`src/rtl/ltd_pkg.sv`:
```
// ltd_pkg: shared types and constants for the lexer token automaton
// no dependencies
package ltd_pkg;

   typedef enum logic [2:0] {
      MODE_EMPTY = 3'd0,
      MODE_IDENT = 3'd1,
      MODE_INT   = 3'd2,
      MODE_FLOAT = 3'd3,
      MODE_OP    = 3'd4
   } mode_type;

   typedef enum logic [1:0] {
      EMIT_IDLE = 2'd0,
      EMIT_RUN  = 2'd1
   } emit_state_type;

   localparam logic [5:0] TYPE_IDENT = 6'd0;
   localparam logic [5:0] TYPE_INT   = 6'd1;
   localparam logic [5:0] TYPE_FLOAT = 6'd2;

   function automatic logic is_digit(input logic [7:0] c);
      return (c >= 8'h30) && (c <= 8'h39);
   endfunction

   function automatic logic is_letter(input logic [7:0] c);
      return ((c >= 8'h41) && (c <= 8'h5a)) || ((c >= 8'h61) && (c <= 8'h7a)) || (c == 8'h5f);
   endfunction

   function automatic logic is_opchar(input logic [7:0] c);
      return c == 8'h2b || c == 8'h2d || c == 8'h2a || c == 8'h2f || c == 8'h25 ||
             c == 8'h3c || c == 8'h3e || c == 8'h3d || c == 8'h21 || c == 8'h26 ||
             c == 8'h7c;
   endfunction

   function automatic logic is_sign(input logic [7:0] c);
      return is_opchar(c) || c == 8'h3a || c == 8'h3b || c == 8'h2c || c == 8'h28 ||
             c == 8'h29 || c == 8'h7b || c == 8'h7d || c == 8'h5b || c == 8'h5d;
   endfunction

   function automatic logic is_hex(input logic [7:0] c);
      return is_digit(c) || ((c >= 8'h61) && (c <= 8'h66)) ||
             ((c >= 8'h41) && (c <= 8'h46)) || c == 8'h78;
   endfunction

   function automatic logic is_numchar(input logic [7:0] c);
      return is_digit(c) || c == 8'h2e || c == 8'h65 || c == 8'h45 ||
             c == 8'h2b || c == 8'h2d;
   endfunction

   // keyword and operator lookup on up to eight characters; 0 means no match
   function automatic logic [5:0] lookup(input logic [63:0] t, input logic [3:0] n);
      logic [5:0] r;
      r = 6'd0;
      case (n)
         4'd1: begin
            case (t[7:0])
               8'h2b: r = 6'd13;
               8'h2d: r = 6'd14;
               8'h2a: r = 6'd15;
               8'h2f: r = 6'd16;
               8'h25: r = 6'd17;
               8'h3c: r = 6'd18;
               8'h3e: r = 6'd19;
               8'h3d: r = 6'd20;
               8'h28: r = 6'd27;
               8'h29: r = 6'd28;
               8'h5b: r = 6'd29;
               8'h5d: r = 6'd30;
               8'h7b: r = 6'd31;
               8'h7d: r = 6'd32;
               8'h2c: r = 6'd33;
               8'h3b: r = 6'd34;
               8'h3a: r = 6'd35;
               8'h21: r = 6'd36;
               default: r = 6'd0;
            endcase
         end
         4'd2: begin
            case (t[15:0])
               16'h3d3c: r = 6'd21;
               16'h3d3e: r = 6'd22;
               16'h3d3d: r = 6'd23;
               16'h3d21: r = 6'd24;
               16'h2626: r = 6'd25;
               16'h7c7c: r = 6'd26;
               16'h6669: r = 6'd7;
               default: r = 6'd0;
            endcase
         end
         4'd3: r = (t[23:0] == 24'h746e69) ? 6'd5 : 6'd0;
         4'd4: begin
            case (t[31:0])
               32'h64696f76: r = 6'd4;
               32'h65736c65: r = 6'd8;
               default: r = 6'd0;
            endcase
         end
         4'd5: begin
            case (t[39:0])
               40'h74736e6f63: r = 6'd3;
               40'h74616f6c66: r = 6'd6;
               40'h656c696877: r = 6'd9;
               40'h6b61657262: r = 6'd11;
               default: r = 6'd0;
            endcase
         end
         4'd6: r = (t[47:0] == 48'h6e7275746572) ? 6'd12 : 6'd0;
         4'd8: r = (t == 64'h65756e69746e6f63) ? 6'd10 : 6'd0;
         default: r = 6'd0;
      endcase
      return r;
   endfunction

endpackage

```
`src/rtl/ltd_ram.sv`:
```
// ltd_ram: generic single write port, single registered read port memory
// no dependencies
module ltd_ram #(
   parameter int Width = 8,
   parameter int Depth = 32
) (
   input  logic                     clock,
   input  logic                     wr_en,
   input  logic [$clog2(Depth)-1:0] wr_addr,
   input  logic [Width-1:0]         wr_data,
   input  logic [$clog2(Depth)-1:0] rd_addr,
   output logic [Width-1:0]         rd_data
);
   logic [Width-1:0] mem [Depth];
   logic [Width-1:0] rd_data_ff;

   always_ff @(posedge clock) begin
      if (wr_en) mem[wr_addr] <= wr_data;
      rd_data_ff <= mem[rd_addr];
   end

   assign rd_data = rd_data_ff;
endmodule

```
`src/rtl/ltd_front.sv`:
```
// ltd_front: character automaton, builds tokens and hands finished ones to the back end
// depends on ltd_pkg; text goes to one of two ltd_ram banks in the back end
module ltd_front import ltd_pkg::*; #(
   parameter int MaxLen = 32
) (
   input  logic                        clock,
   input  logic                        reset,
   input  logic                        req_push,
   output logic                        req_full,
   input  logic [7:0]                  req_ch,
   // token descriptor queue
   output logic                        tq_push,
   input  logic                        tq_full,
   output logic [5:0]                  tq_type,
   output logic [$clog2(MaxLen+1)-1:0] tq_len,
   output logic                        tq_trunc,
   output logic                        tq_bank,
   // text write port
   output logic                        wr_en,
   output logic                        wr_bank,
   output logic [$clog2(MaxLen)-1:0]   wr_addr,
   output logic [7:0]                  wr_data,
   // bank still owned by the back end
   input  logic [1:0]                  bank_busy
);
   localparam int LW = $clog2(MaxLen+1);
   localparam int AW = $clog2(MaxLen);

   mode_type        mode_ff, mode_in;
   logic [LW-1:0]   len_ff, len_in;
   logic            dot_ff, dot_in, num_ff, num_in, ovf_ff, ovf_in;
   logic [7:0]      last_ff, last_in;
   logic            bank_ff, bank_in;
   logic [63:0]     head_ff, head_in;
   logic [7:0]      first_ff, first_in;

   logic [7:0] c;
   logic d, l, s, dot, acc;
   logic emit, start, push;

   assign c = req_ch;
   assign d = is_digit(c);
   assign l = is_letter(c);
   assign s = is_sign(c);
   assign dot = (c == 8'h2e);

   // a flush needs a free queue slot and the other text bank
   assign req_full = tq_full || bank_busy[~bank_ff];
   assign acc = req_push && !req_full;

   always_comb begin
      mode_in = mode_ff;
      emit = 1'b0;
      start = 1'b0;
      push = 1'b0;
      unique case (mode_ff)
         MODE_EMPTY: begin
            start = d || l || s || dot;
            if (d) mode_in = MODE_INT;
            else if (l) mode_in = MODE_IDENT;
            else if (s) mode_in = MODE_OP;
            else if (dot) mode_in = MODE_FLOAT;
         end
         MODE_IDENT: begin
            if (d || l) push = 1'b1;
            else if (!dot) emit = 1'b1;
         end
         MODE_INT: begin
            if (d || is_hex(c)) push = 1'b1;
            else if (dot) begin
               push = 1'b1;
               mode_in = MODE_FLOAT;
            end else emit = 1'b1;
         end
         MODE_FLOAT: begin
            if (d) push = 1'b1;
            else emit = 1'b1;
         end
         MODE_OP: begin
            if (((last_ff == 8'h3d || last_ff == 8'h7c || last_ff == 8'h26) && last_ff == c)
                || (is_opchar(last_ff) && c == 8'h3d)) push = 1'b1;
            else emit = 1'b1;
         end
         default: mode_in = MODE_EMPTY;
      endcase
      if (emit) begin
         if (s) mode_in = MODE_OP;
         else if (mode_ff == MODE_OP && d) mode_in = MODE_INT;
         else if (mode_ff == MODE_OP && l) mode_in = MODE_IDENT;
         else if (mode_ff == MODE_OP && dot) mode_in = MODE_FLOAT;
         else mode_in = MODE_EMPTY;
         start = (mode_in != MODE_EMPTY);
      end
   end

   // token type of the pending text
   logic [5:0] kw, ttype;
   assign kw = (len_ff <= LW'(8)) ? lookup(head_ff, 4'(len_ff)) : 6'd0;
   always_comb begin
      if (kw != 6'd0) ttype = kw;
      else if (is_digit(first_ff) || first_ff == 8'h2e)
         ttype = (dot_ff && num_ff) ? TYPE_FLOAT : TYPE_INT;
      else ttype = TYPE_IDENT;
   end

   logic [LW-1:0] base_len;
   logic          base_dot, base_num, base_ovf, room;
   logic [63:0]   base_head;
   always_comb begin
      base_len = start ? '0 : len_ff;
      base_dot = start ? 1'b0 : dot_ff;
      base_num = start ? 1'b1 : num_ff;
      base_ovf = start ? 1'b0 : ovf_ff;
      base_head = head_ff;
      room = base_len < LW'(MaxLen);
      len_in = len_ff; dot_in = dot_ff; num_in = num_ff; ovf_in = ovf_ff;
      last_in = last_ff; head_in = head_ff; first_in = first_ff;
      bank_in = emit ? ~bank_ff : bank_ff;
      if (acc) begin
         if (emit && !start) begin
            len_in = '0; dot_in = 1'b0; num_in = 1'b1; ovf_in = 1'b0; last_in = 8'd0;
         end
         if (start || push) begin
            last_in = c;
            len_in = base_len; dot_in = base_dot; num_in = base_num; ovf_in = base_ovf;
            if (room) begin
               len_in = base_len + LW'(1);
               if (dot || c == 8'h65 || c == 8'h45) dot_in = 1'b1;
               if (!is_numchar(c)) num_in = 1'b0;
               if (base_len < LW'(8)) begin
                  base_head[base_len[2:0]*8 +: 8] = c;
                  head_in = base_head;
               end
               if (base_len == '0) first_in = c;
            end else ovf_in = 1'b1;
         end
      end else bank_in = bank_ff;
   end

   always_ff @(posedge clock) begin
      if (reset) begin
         mode_ff <= MODE_EMPTY;
         len_ff <= '0;
         dot_ff <= 1'b0;
         num_ff <= 1'b1;
         ovf_ff <= 1'b0;
         last_ff <= 8'd0;
         bank_ff <= 1'b0;
      end else if (acc) begin
         mode_ff <= mode_in;
         len_ff <= len_in;
         dot_ff <= dot_in;
         num_ff <= num_in;
         ovf_ff <= ovf_in;
         last_ff <= last_in;
         bank_ff <= bank_in;
      end
      head_ff <= head_in;
      first_ff <= first_in;
   end

   assign tq_push = acc && emit && (len_ff != '0);
   assign tq_type = ttype;
   assign tq_len = len_ff;
   assign tq_trunc = ovf_ff;
   assign tq_bank = bank_ff;

   // stored text goes into the bank the token will own
   assign wr_en = acc && (start || push) && room;
   assign wr_bank = emit ? ~bank_ff : bank_ff;
   assign wr_addr = AW'(base_len);
   assign wr_data = c;

   a_len_bound: assert property (@(posedge clock) disable iff (reset)
      len_ff <= LW'(MaxLen)) else $error("token length beyond buffer");
   a_empty_len: assert property (@(posedge clock) disable iff (reset)
      mode_ff == MODE_EMPTY |-> len_ff == '0) else $error("empty mode holds text");
   a_flush_bank: assert property (@(posedge clock) disable iff (reset)
      tq_push |=> bank_ff != $past(bank_ff)) else $error("bank not flipped on flush");
endmodule

```
`src/rtl/ltd_back.sv`:
```
// ltd_back: descriptor queue and replay of stored token text as a result stream
// depends on ltd_pkg and ltd_ram
module ltd_back import ltd_pkg::*; #(
   parameter int MaxLen = 32
) (
   input  logic                        clock,
   input  logic                        reset,
   input  logic                        tq_push,
   output logic                        tq_full,
   input  logic [5:0]                  tq_type,
   input  logic [$clog2(MaxLen+1)-1:0] tq_len,
   input  logic                        tq_trunc,
   input  logic                        tq_bank,
   input  logic                        wr_en,
   input  logic                        wr_bank,
   input  logic [$clog2(MaxLen)-1:0]   wr_addr,
   input  logic [7:0]                  wr_data,
   output logic [1:0]                  bank_busy,
   output logic                        rsp_empty,
   input  logic                        rsp_pop,
   output logic [5:0]                  rsp_token_type,
   output logic [7:0]                  rsp_token_char,
   output logic [4:0]                  rsp_char_pos,
   output logic [5:0]                  rsp_token_len,
   output logic                        rsp_truncated,
   output logic                        rsp_last
);
   localparam int LW = $clog2(MaxLen+1);
   localparam int AW = $clog2(MaxLen);

   // two-entry descriptor queue, entry i describes bank i
   logic [1:0]    qv_ff, qv_in;
   logic [5:0]    qtype_ff [2];
   logic [LW-1:0] qlen_ff [2];
   logic          qtr_ff [2];
   logic          rd_bank_ff;

   assign tq_full = qv_ff[0] && qv_ff[1];
   assign bank_busy = qv_ff;

   // replay state
   emit_state_type st_ff, st_in;
   logic [LW-1:0]  rpos_ff, rpos_in;   // next address to read
   logic           ov_ff;              // output register holds a result
   logic [LW-1:0]  opos_ff;
   logic           olast_ff;
   logic           rd_fire, rd_fire_ff, take;
   logic [7:0]     rd0, rd1;

   ltd_ram #(.Width(8), .Depth(MaxLen)) u_ram0 (
      .clock(clock), .wr_en(wr_en && !wr_bank), .wr_addr(wr_addr), .wr_data(wr_data),
      .rd_addr(AW'(rpos_ff)), .rd_data(rd0));
   ltd_ram #(.Width(8), .Depth(MaxLen)) u_ram1 (
      .clock(clock), .wr_en(wr_en && wr_bank), .wr_addr(wr_addr), .wr_data(wr_data),
      .rd_addr(AW'(rpos_ff)), .rd_data(rd1));

   logic [LW-1:0] cur_len;
   assign cur_len = qlen_ff[rd_bank_ff];
   assign take = rsp_pop && ov_ff;

   // one read in flight at a time; the output register is the only holding place
   assign rd_fire = (st_ff == EMIT_RUN) && !rd_fire_ff && (!ov_ff || take);

   always_comb begin
      st_in = st_ff;
      unique case (st_ff)
         // the previous run must have fully left the output register
         EMIT_IDLE: if (qv_ff[rd_bank_ff] && !ov_ff && !rd_fire_ff) st_in = EMIT_RUN;
         EMIT_RUN: if (rd_fire && rpos_ff + LW'(1) == cur_len) st_in = EMIT_IDLE;
         default: st_in = EMIT_IDLE;
      endcase
      rpos_in = rpos_ff;
      if (st_ff == EMIT_IDLE) rpos_in = '0;
      else if (rd_fire) rpos_in = rpos_ff + LW'(1);
   end

   logic [7:0] ochar_ff;
   logic       done_bank;
   assign done_bank = take && olast_ff;

   always_comb begin
      qv_in = qv_ff;
      if (tq_push) qv_in[tq_bank] = 1'b1;
      if (done_bank) qv_in[rd_bank_ff] = 1'b0;
   end

   always_ff @(posedge clock) begin
      if (reset) begin
         qv_ff <= 2'b00;
         rd_bank_ff <= 1'b0;
         st_ff <= EMIT_IDLE;
         rpos_ff <= '0;
         rd_fire_ff <= 1'b0;
         ov_ff <= 1'b0;
      end else begin
         st_ff <= st_in;
         rpos_ff <= rpos_in;
         rd_fire_ff <= rd_fire;
         qv_ff <= qv_in;
         if (done_bank) rd_bank_ff <= ~rd_bank_ff;
         if (rd_fire_ff) ov_ff <= 1'b1;
         else if (take) ov_ff <= 1'b0;
      end
      if (tq_push) begin
         qtype_ff[tq_bank] <= tq_type;
         qlen_ff[tq_bank] <= tq_len;
         qtr_ff[tq_bank] <= tq_trunc;
      end
      if (rd_fire) begin
         opos_ff <= rpos_ff;
         olast_ff <= (rpos_ff + LW'(1) == cur_len);
      end
      if (rd_fire_ff) ochar_ff <= rd_bank_ff ? rd1 : rd0;
   end

   assign rsp_empty = !ov_ff;
   assign rsp_token_type = qtype_ff[rd_bank_ff];
   assign rsp_token_char = ochar_ff;
   assign rsp_char_pos = 5'(opos_ff);
   assign rsp_token_len = 6'(cur_len);
   assign rsp_truncated = qtr_ff[rd_bank_ff];
   assign rsp_last = olast_ff;

   a_run_valid: assert property (@(posedge clock) disable iff (reset)
      ov_ff |-> qv_ff[rd_bank_ff]) else $error("result without descriptor");
   a_one_read: assert property (@(posedge clock) disable iff (reset)
      rd_fire |=> !rd_fire) else $error("two reads in flight");
   a_push_free: assert property (@(posedge clock) disable iff (reset)
      tq_push |-> !qv_ff[tq_bank]) else $error("push into busy bank");
endmodule

```
`src/rtl/lexer_token_dfa_core.sv`:
```
// Lexer token automaton. One source byte is taken per cycle while a token
// builds and req_full is low; when a token ends, its stored characters are
// replayed one result at a time from a text bank (registered RAM read then
// output register), with no new read issued while one is still in flight.
// The byte that ends a token may start the next one in the other bank, and
// further input is held off until the ended token has fully drained; the
// drain stalls while pop is low.
// depends on ltd_pkg, ltd_front and ltd_back
module lexer_token_dfa_core import ltd_pkg::*; #(
   parameter int MAX_TOKEN_LEN = 32
) (
   input  logic       clock,
   input  logic       reset,
   input  logic       req_push,
   output logic       req_full,
   input  logic [7:0] req_ch,
   output logic       rsp_empty,
   input  logic       rsp_pop,
   output logic [5:0] rsp_token_type,
   output logic [7:0] rsp_token_char,
   output logic [4:0] rsp_char_pos,
   output logic [5:0] rsp_token_len,
   output logic       rsp_truncated,
   output logic       rsp_last
);
   localparam int LW = $clog2(MAX_TOKEN_LEN+1);
   localparam int AW = $clog2(MAX_TOKEN_LEN);

   logic          tq_push, tq_full, tq_trunc, tq_bank;
   logic [5:0]    tq_type;
   logic [LW-1:0] tq_len;
   logic          wr_en, wr_bank;
   logic [AW-1:0] wr_addr;
   logic [7:0]    wr_data;
   logic [1:0]    bank_busy;

   ltd_front #(.MaxLen(MAX_TOKEN_LEN)) u_front (
      .clock, .reset, .req_push, .req_full, .req_ch,
      .tq_push, .tq_full, .tq_type, .tq_len, .tq_trunc, .tq_bank,
      .wr_en, .wr_bank, .wr_addr, .wr_data, .bank_busy);

   ltd_back #(.MaxLen(MAX_TOKEN_LEN)) u_back (
      .clock, .reset, .tq_push, .tq_full, .tq_type, .tq_len, .tq_trunc, .tq_bank,
      .wr_en, .wr_bank, .wr_addr, .wr_data, .bank_busy,
      .rsp_empty, .rsp_pop, .rsp_token_type, .rsp_token_char, .rsp_char_pos,
      .rsp_token_len, .rsp_truncated, .rsp_last);
endmodule

```
`config.mk`:
```
export PLATFORM = sky130hd
export DESIGN_NAME = lexer_token_dfa_core
export DESIGN_NICKNAME = d
export VERILOG_FILES = /design/src/rtl/ltd_pkg.sv /design/src/rtl/ltd_ram.sv /design/src/rtl/ltd_front.sv /design/src/rtl/ltd_back.sv /design/src/rtl/lexer_token_dfa_core.sv
export SDC_FILE = /design/constraint.sdc
export NUM_CORES = 1
export LEC_CHECK = 0
export BUFFER_PORTS_ARGS = -buffer_cell sky130_fd_sc_hd__buf_2
export CORE_MARGIN = 10
export CORE_UTILIZATION = 44
export CTS_BUF_LIST = sky130_fd_sc_hd__clkbuf_4 sky130_fd_sc_hd__clkbuf_8
export DETAILED_ROUTE_END_ITERATION = 10
export GPL_TIMING_DRIVEN = 0
export PLACE_DENSITY = 0.59
export SLEW_MARGIN = 15
export SYNTH_ARGS = -nofsm -noshare
export SYNTH_HDL_FRONTEND = slang
export SYNTH_SLANG_ARGS = --single-unit
```
`constraint.sdc`:
```
create_clock -name clock -period 16.9 [get_ports clock]
set_input_delay 5.07 -clock clock [delete_from_list [all_inputs] [get_ports clock]]
set_output_delay 5.07 -clock clock [all_outputs]
set_load 0.01 [all_outputs]
```
# Word level (Yosys, flattened, before mapping)
# Memories as Yosys holds them, arrays and structs flattened. A register that Yosys moved wholly into a read port is not among the register bits.
# Index checks and enable logic that the tools add are counted.
dict set report word_totals {
  elab_cells 331
  output_inout_bits 29
  register_bits 120
  mem_count 5
  mem_bits_rw 538
  inputBits 12
}
dict set report op_classes {
  addsub 3
  eq_ne 90
  n_reduce_logical 103
  magnitude_cmp 18
  shifts 2
  mux 87
  n_bitwise 5
}
# memory words width read_ports rd_ports_with_merged_regs write_ports line_no
set memory_table {}
lappend memory_table {u_back.u_ram0.mem 32 8 1 1 1 ltd_ram.sv:14} ;# logic [Width-1:0] mem [Depth];
lappend memory_table {u_back.u_ram1.mem 32 8 1 1 1 ltd_ram.sv:14}
lappend memory_table {u_back.qlen_ff 2 6 1 1 1 ltd_back.sv:34} ;# logic [LW-1:0] qlen_ff [2];
lappend memory_table {u_back.qtype_ff 2 6 1 1 1 ltd_back.sv:33} ;# logic [5:0] qtype_ff [2];
lappend memory_table {u_back.qtr_ff 2 1 1 1 1 ltd_back.sv:35} ;# logic qtr_ff [2];
# op n
set op_table {}
lappend op_table {{== test 8 x 6 -> 1 bit (second input constant)} 41}
lappend op_table {{== test 40 x 39 -> 1 bit (second input constant)} 4}
lappend op_table {{== test 8 x 7 -> 1 bit (second input constant)} 14}
lappend op_table {{case mux 6 bit (18 select lines)} 1}
lappend op_table {{== test 16 x 14 -> 1 bit (second input constant)} 5}
lappend op_table {{bitwise mux 64 bit} 1}
lappend op_table {{== test 32 x 31 -> 1 bit (second input constant)} 2}
lappend op_table {{== test 64 x 63 -> 1 bit (second input constant)} 1}
lappend op_table {{variable shift 8 x 34 -> 64 bit (first input constant)} 1}
lappend op_table {{variable part select 8 x 34 -> 64 bit} 1}
lappend op_table {{logical OR 1 bit} 52}
lappend op_table {{== test 48 x 47 -> 1 bit (second input constant)} 1}
lappend op_table {{two-way mux 1 bit} 46}
lappend op_table {{two-way mux 6 bit} 7}
lappend op_table {{case mux 6 bit (7 select lines)} 1}
lappend op_table {{case mux 5 bit (7 select lines)} 1}
lappend op_table {{negator 6 -> 34 bit} 1}
lappend op_table {{two-way mux 3 bit} 11}
lappend op_table {{== test 16 x 15 -> 1 bit (second input constant)} 2}
lappend op_table {{<= comparator 8 x 7 -> 1 bit (second input constant)} 4}
lappend op_table {{logical AND 1 bit} 30}
lappend op_table {{== test 24 x 23 -> 1 bit (second input constant)} 1}
lappend op_table {{two-way mux 8 bit} 3}
lappend op_table {{>= comparator 8 x 6 -> 1 bit (second input constant)} 2}
lappend op_table {{other kinds (45)} 75}

# Logic depth before layout (Yosys ltp)
dict set report logic_depth {
  word_depth 30
  mapped_depth 16
  mapped_depth_nobuf 13
}

# By module
# A second synthesis with hierarchy kept.
dict set report unflattened {
  cells_unflattened 1630
  area_unflattened_um2 28437.3
}
# mod cells_per_inst seq_area_each_um2 area_per_inst_um2 n_inst
set by_module_without_submodules {}
lappend by_module_without_submodules {ltd_ram 417 7847.5 10053.4 2}
lappend by_module_without_submodules {ltd_front 660 2582.5 6226.0 1}
lappend by_module_without_submodules {ltd_back 136 1461.4 2104.5 1}

# Worst setup path after synthesis
# No wires, ideal clock.
dict set report synth_timing {
  kind {input to register}
  startpoint {input req_ch[0]}
  endpoint {register u_front.head_ff[48], enable pin}
  n_path_buf 3
  stages 14
  t_arrival_ns 8.732
  required_time_ns 16.505
  slack_ns 7.773
  setup_time_ns 0.395
  path_cell_list {buf_2 > nor3_1 > o31a_1 > a2111oi_4 > o41ai_2 > a21o_4 > o21ai_4 > nand2_1 > buf_2 > ha_1 > ha_1 > nand2b_1 > buf_1 > nor4_1}
}
dict set report synth_via {
  elab_chain_cells 27
  elab_cells_between_ends 96
  classes_between {10 x order compare; 24 x eq/ne; 20 x mux; 42 x reduce/logical}
}
# element line_no
set synth_rtl {}
lappend synth_rtl {{start: declaration} lexer_token_dfa_core.sv:16} ;# input logic [7:0] req_ch,
lappend synth_rtl {{== test 8 x 6 -> 1 bit} ltd_pkg.sv:31} ;# return c == 8'h2b || c == 8'h2d || c == 8'h2a || c == 8'h2f || c == 8'h25 ||
lappend synth_rtl {{logical OR 1 bit (5 in a row)} ltd_pkg.sv:31}
lappend synth_rtl {{logical OR 1 bit (5 in a row)} ltd_pkg.sv:32} ;# c == 8'h3c || c == 8'h3e || c == 8'h3d || c == 8'h21 || c == 8'h26 ||
lappend synth_rtl {{logical OR 1 bit (5 in a row)} ltd_pkg.sv:37} ;# return is_opchar(c) || c == 8'h3a || c == 8'h3b || c == 8'h2c || c == 8'h28 ||
lappend synth_rtl {{logical OR 1 bit (4 in a row)} ltd_pkg.sv:38} ;# c == 8'h29 || c == 8'h7b || c == 8'h7d || c == 8'h5b || c == 8'h5d;
lappend synth_rtl {{two-way mux 3 bit / logical OR 1 bit (equally long branches)} {ltd_front.sv:87, ltd_front.sv:58}}
lappend synth_rtl {{two-way mux 3 bit / logical OR 1 bit (equally long branches)} {ltd_front.sv:86, ltd_front.sv:58}}
lappend synth_rtl {{nonzero test 3 bit / two-way mux 1 bit (equally long branches)} {ltd_front.sv:92, ltd_front.sv:56}}
lappend synth_rtl {{two-way mux 1 bit} ltd_front.sv:86} ;# if (emit) begin
lappend synth_rtl {{two-way mux 6 bit} ltd_front.sv:110} ;# base_len = start ? '0 : len_ff;
lappend synth_rtl {{< comparator 6 x 4 -> 1 bit / < comparator 6 bit (equally long branches)} {ltd_front.sv:130, ltd_front.sv:115}}
lappend synth_rtl {{AND reduction 4 bit (no source line) (*)} -}
lappend synth_rtl {{end signal: assignment} ltd_front.sv:158} ;# head_ff <= head_in;
lappend synth_rtl {{end: declaration} ltd_front.sv:34} ;# logic [63:0] head_ff, head_in;
# Mark *: on every way between the ends. The rest lies on a longest branch, timed or not. The select of a mux whose other input is x is not followed.
# A chain may end at the register's enable or synchronous reset.

# Worst setup path after layout
dict set report layout_timing {
  startpoint {input req_ch[0]}
  endpoint {register u_front.head_ff[43], enable pin}
}
# The elaborated chain is that of the path after synthesis.

==> impl_metrics.tcl <==
set metrics [dict create \
    p_leak_nw 10.2 \
    antenna_found_initial 3 \
    ir_drop_v 0.0000642 \
    drt-initial-drc-count 1616 \
    postCtsSetupRepairBufs 0 \
    fmax_ghz 0.0976 \
    worst_path_most_repeated_cell "buf_2" \
    die_width_um 275 \
    ys.flop_type "edfxtp_1" \
    post_drt_wl_per_cell_um 25.9 \
    clk_pin_slew_worst_paths_ps 70 \
    final_area_um2 32900 \
    multi_input_area_um2 8830 \
    core_area_um2 64600 \
    synthesis.nets 1693 \
    port_buffers 40 \
    synth_seq_cells 674 \
    post_cts_resized 0 \
    grt_setup_unrepaired "no" \
    start_util_pct 44.5 \
    synth_seq_area_share_pct 68.7 \
    cts_max_level 3 \
    die_h_um 275 \
    synth_edf_count 624 \
    drt-total-wl_mm 73.3 \
    slew-limit-headroom_pct 23.2 \
    via_count 16700 \
    synth_cell_types 87 \
    slew_viol_final 0 \
    syn_area_per_cell_um2 17.2 \
    period_share_pct 60.6 \
    fillerInstances 5341 \
    hp-class "reg -> reg" \
    cts_sinks 674 \
    area_delta_synth_final_pct 14.5 \
    worst_path_max_delay_cell "nor3_1" \
    drive_gt1_share_pct 30.3 \
    finalNetCount 1901 \
    cap_viol_max_count 0 \
    dp.final_hpwl_mm 51.1 \
    cp.required_ps 17220 \
    timing.setup.tns_ps 0 \
    placed_area_um2 30800 \
    clk_latency_ps 730 \
    fin_skew_ps 43.9 \
    crit_path_start_kind "input pin" \
    cts_buffer_depth 3 \
    drc 0 \
    worst_pin_slew_ps 1140 \
    area.sequential_um2 19700 \
    gr-total-overflow 0 \
    rows 93 \
    vias_per_cell 5.90 \
    worstPathMaxFanout 66 \
    final-setup-viol-count 0 \
    cp_cell_sequence "buf_4 -> buf_2 -> buf_2 -> nor2_1 -> a22oi_1 -> a21oi_1 -> a311oi_1 -> o21ai_2 -> o21ai_4 -> nand2_1 -> buf_2 -> ha_1 -> ha_1 -> nand2b_1 -> buf_1 -> clkbuf_1 -> nor3_1" \
    drtAntennaViolNets 0 \
    grtUsageTotal_pct 19.4 \
    outcome "completed" \
    cellPowerDensity_nw_per_um2 101 \
    async_reset_ff_share_pct 0 \
    grt_pass1_wl_mm 109 \
    cts.hold.buffers_added 0 \
    synthCells 1674 \
    final_cell_mix "edfxtp_1 (624), mux4_2 (160), clkbuf_8 (113), buf_2 (86), nor3_1 (72)" \
    cp-end-kind "flop" \
    cts_root_buffer "clkbuf_8" \
    place.gp.congestion 0.873 \
    period_minus_slack_ps 10240 \
    die-area_um2 75900 \
    reg2reg_setup_slack_ps 11590 \
    ioPinCount 41 \
    grt_max_degree 74 \
    final_common_cell "edfxtp_1" \
    syn_area_um2 28700 \
    worstSetupPathType "in -> reg" \
    cts_buffers 110 \
    cp_slowest_stage_delay_ps 870 \
    dr.pass1.iters 5 \
    grt_pass1_vias 16700 \
    tritoncts "built" \
    cp.arrival_ps 10570 \
    ys_warn_count 0 \
    final_hold_viol_count 0 \
]
-- final timing paths --
kind	from	to	cells past startpoint
worst max register to register	u_front.last_ff[4]$_SDFFE_PP0P_	u_front.head_ff[43]$_DFFE_PP_	15
worst max-delay path	req_ch[0]	u_front.head_ff[43]$_DFFE_PP_	17
worst min register to register	u_back.rpos_ff[4]$_SDFFE_PP0P_	u_back.opos_ff[4]$_DFFE_PP_	0
worst min-delay path	u_back.rpos_ff[4]$_SDFFE_PP0P_	u_back.opos_ff[4]$_DFFE_PP_	0
-- power breakdown --
part | switching (mW) | internal [mW]
sequential | 0.00485 | 1.83
clock | 0.636 | 0.721
combinational | 0.107 | 0.0391
-- Yosys cell counts (7+ instances only) --
cell      count  area, um^2
edfxtp_1    624       18700
mux4_2      160        3600
nor4_1       84         526
nor3_1       72         360
nor2_1       63         236
clkbuf_1     59         221
nand2_1      57         214
dfxtp_1      50        1000
mux2_2       37         417
and2_1       32         200
nand3_1      31         155
a21oi_1      29         145
inv_1        29         109
o21ai_0      25         125
buf_1        23        86.3
nand2b_1     21         131
nand4_1      21         131
buf_2        18        90.1
xnor2_1      18         158
nor2b_1      17         106
a211oi_1     13        97.6
nor4bb_1     10         100
a22o_1        8        70.1
and4b_1       8        80.1
nor3b_1       8        60.1
nor4_2        8         100
ha_1          7        87.6
xor2_1        7        61.3
-- sequential cells by signal, indices dropped and copies added, names as in the netlist, 3 cells and up, named ones only --
signal and count:
u_back.u_ram0.mem 256, u_back.u_ram1.mem 256, u_front.head_ff 64, u_back.qlen_ff 12, u_back.qtype_ff 12, u_back.rsp_token_char 8, u_back.u_ram0.rd_data 8, u_back.u_ram1.rd_data 8
u_front.first_ff 8, u_front.last_ff 8, u_back.rpos_ff 6, u_front.tq_len 6, u_back.opos_ff 5, u_front.mode_ff 3
-- stage by stage --
step | total power, mW | hold slack (ps) | setup slack, ps | utilization, % | std cells
6_report | 3.34 | 441 | 6660 | 50.9 | 2826
5_1_grt | 3.45 | 459 | 6380 | 50.9 | 2826
4_1_cts | 3.36 | 436 | 6350 | 50.9 | 2825
3_5_place_dp | 2.01 | 414 | 5570 | 47.7 | 2625
3_3_place_gp | 2.00 | 413 | 4960 | 46.4 | 2569
2_1_floorplan | 1.95 | 406 | 7770 | - | 1674
-- worst max-delay path: cells and delay by family --
family	cells	cell delay (ps)
buffers and inverters	6	1960
AOI/OAI and AO/OA	5	1420
and+or+nand+nor	4	1300
adders and majority gates	2	740
-- layout make-up --
cell class | instances | area share (%)
clock inverters | 49 | 0.814
clock buffers | 151 | 5.60
plain buffers | 107 | 1.48
multi-input cells | 864 | 26.8
inverters | 29 | 0.331
well taps | 855 | 3.25
repair buffers | 96 | 1.67
diodes | 1 | 0.00761
flip-flops and latches | 674 | 60.0
-- metal layers --
| layer | GRT usage [%] | up-vias | wire length, um | share of wire (%) |
|---|---|---|---|---|
| met5 | 0 | - | 0 | 0 |
| met4 | 5.74 | 0 | 1690 | 2.3 |
| met3 | 3.63 | 109 | 4670 | 6.4 |
| met2 | 31.8 | 620 | 36100 | 49 |
| met1 | 26.0 | 8649 | 30800 | 42 |
| li1 | - | 7309 | - | - |
-- kinds of logic after synthesis --
logic type	share of synthesized area, %
AO/OA/AOI/OAI	3.63
XOR/XNOR	0.841
adder cells (fa/ha/maj)	0.305
buffers and inverters	2.06
flip-flops	68.7
multiplexers	14.1
AND/OR/NAND/NOR	10.3
Note: power is estimated with default switching activity, not from simulation.
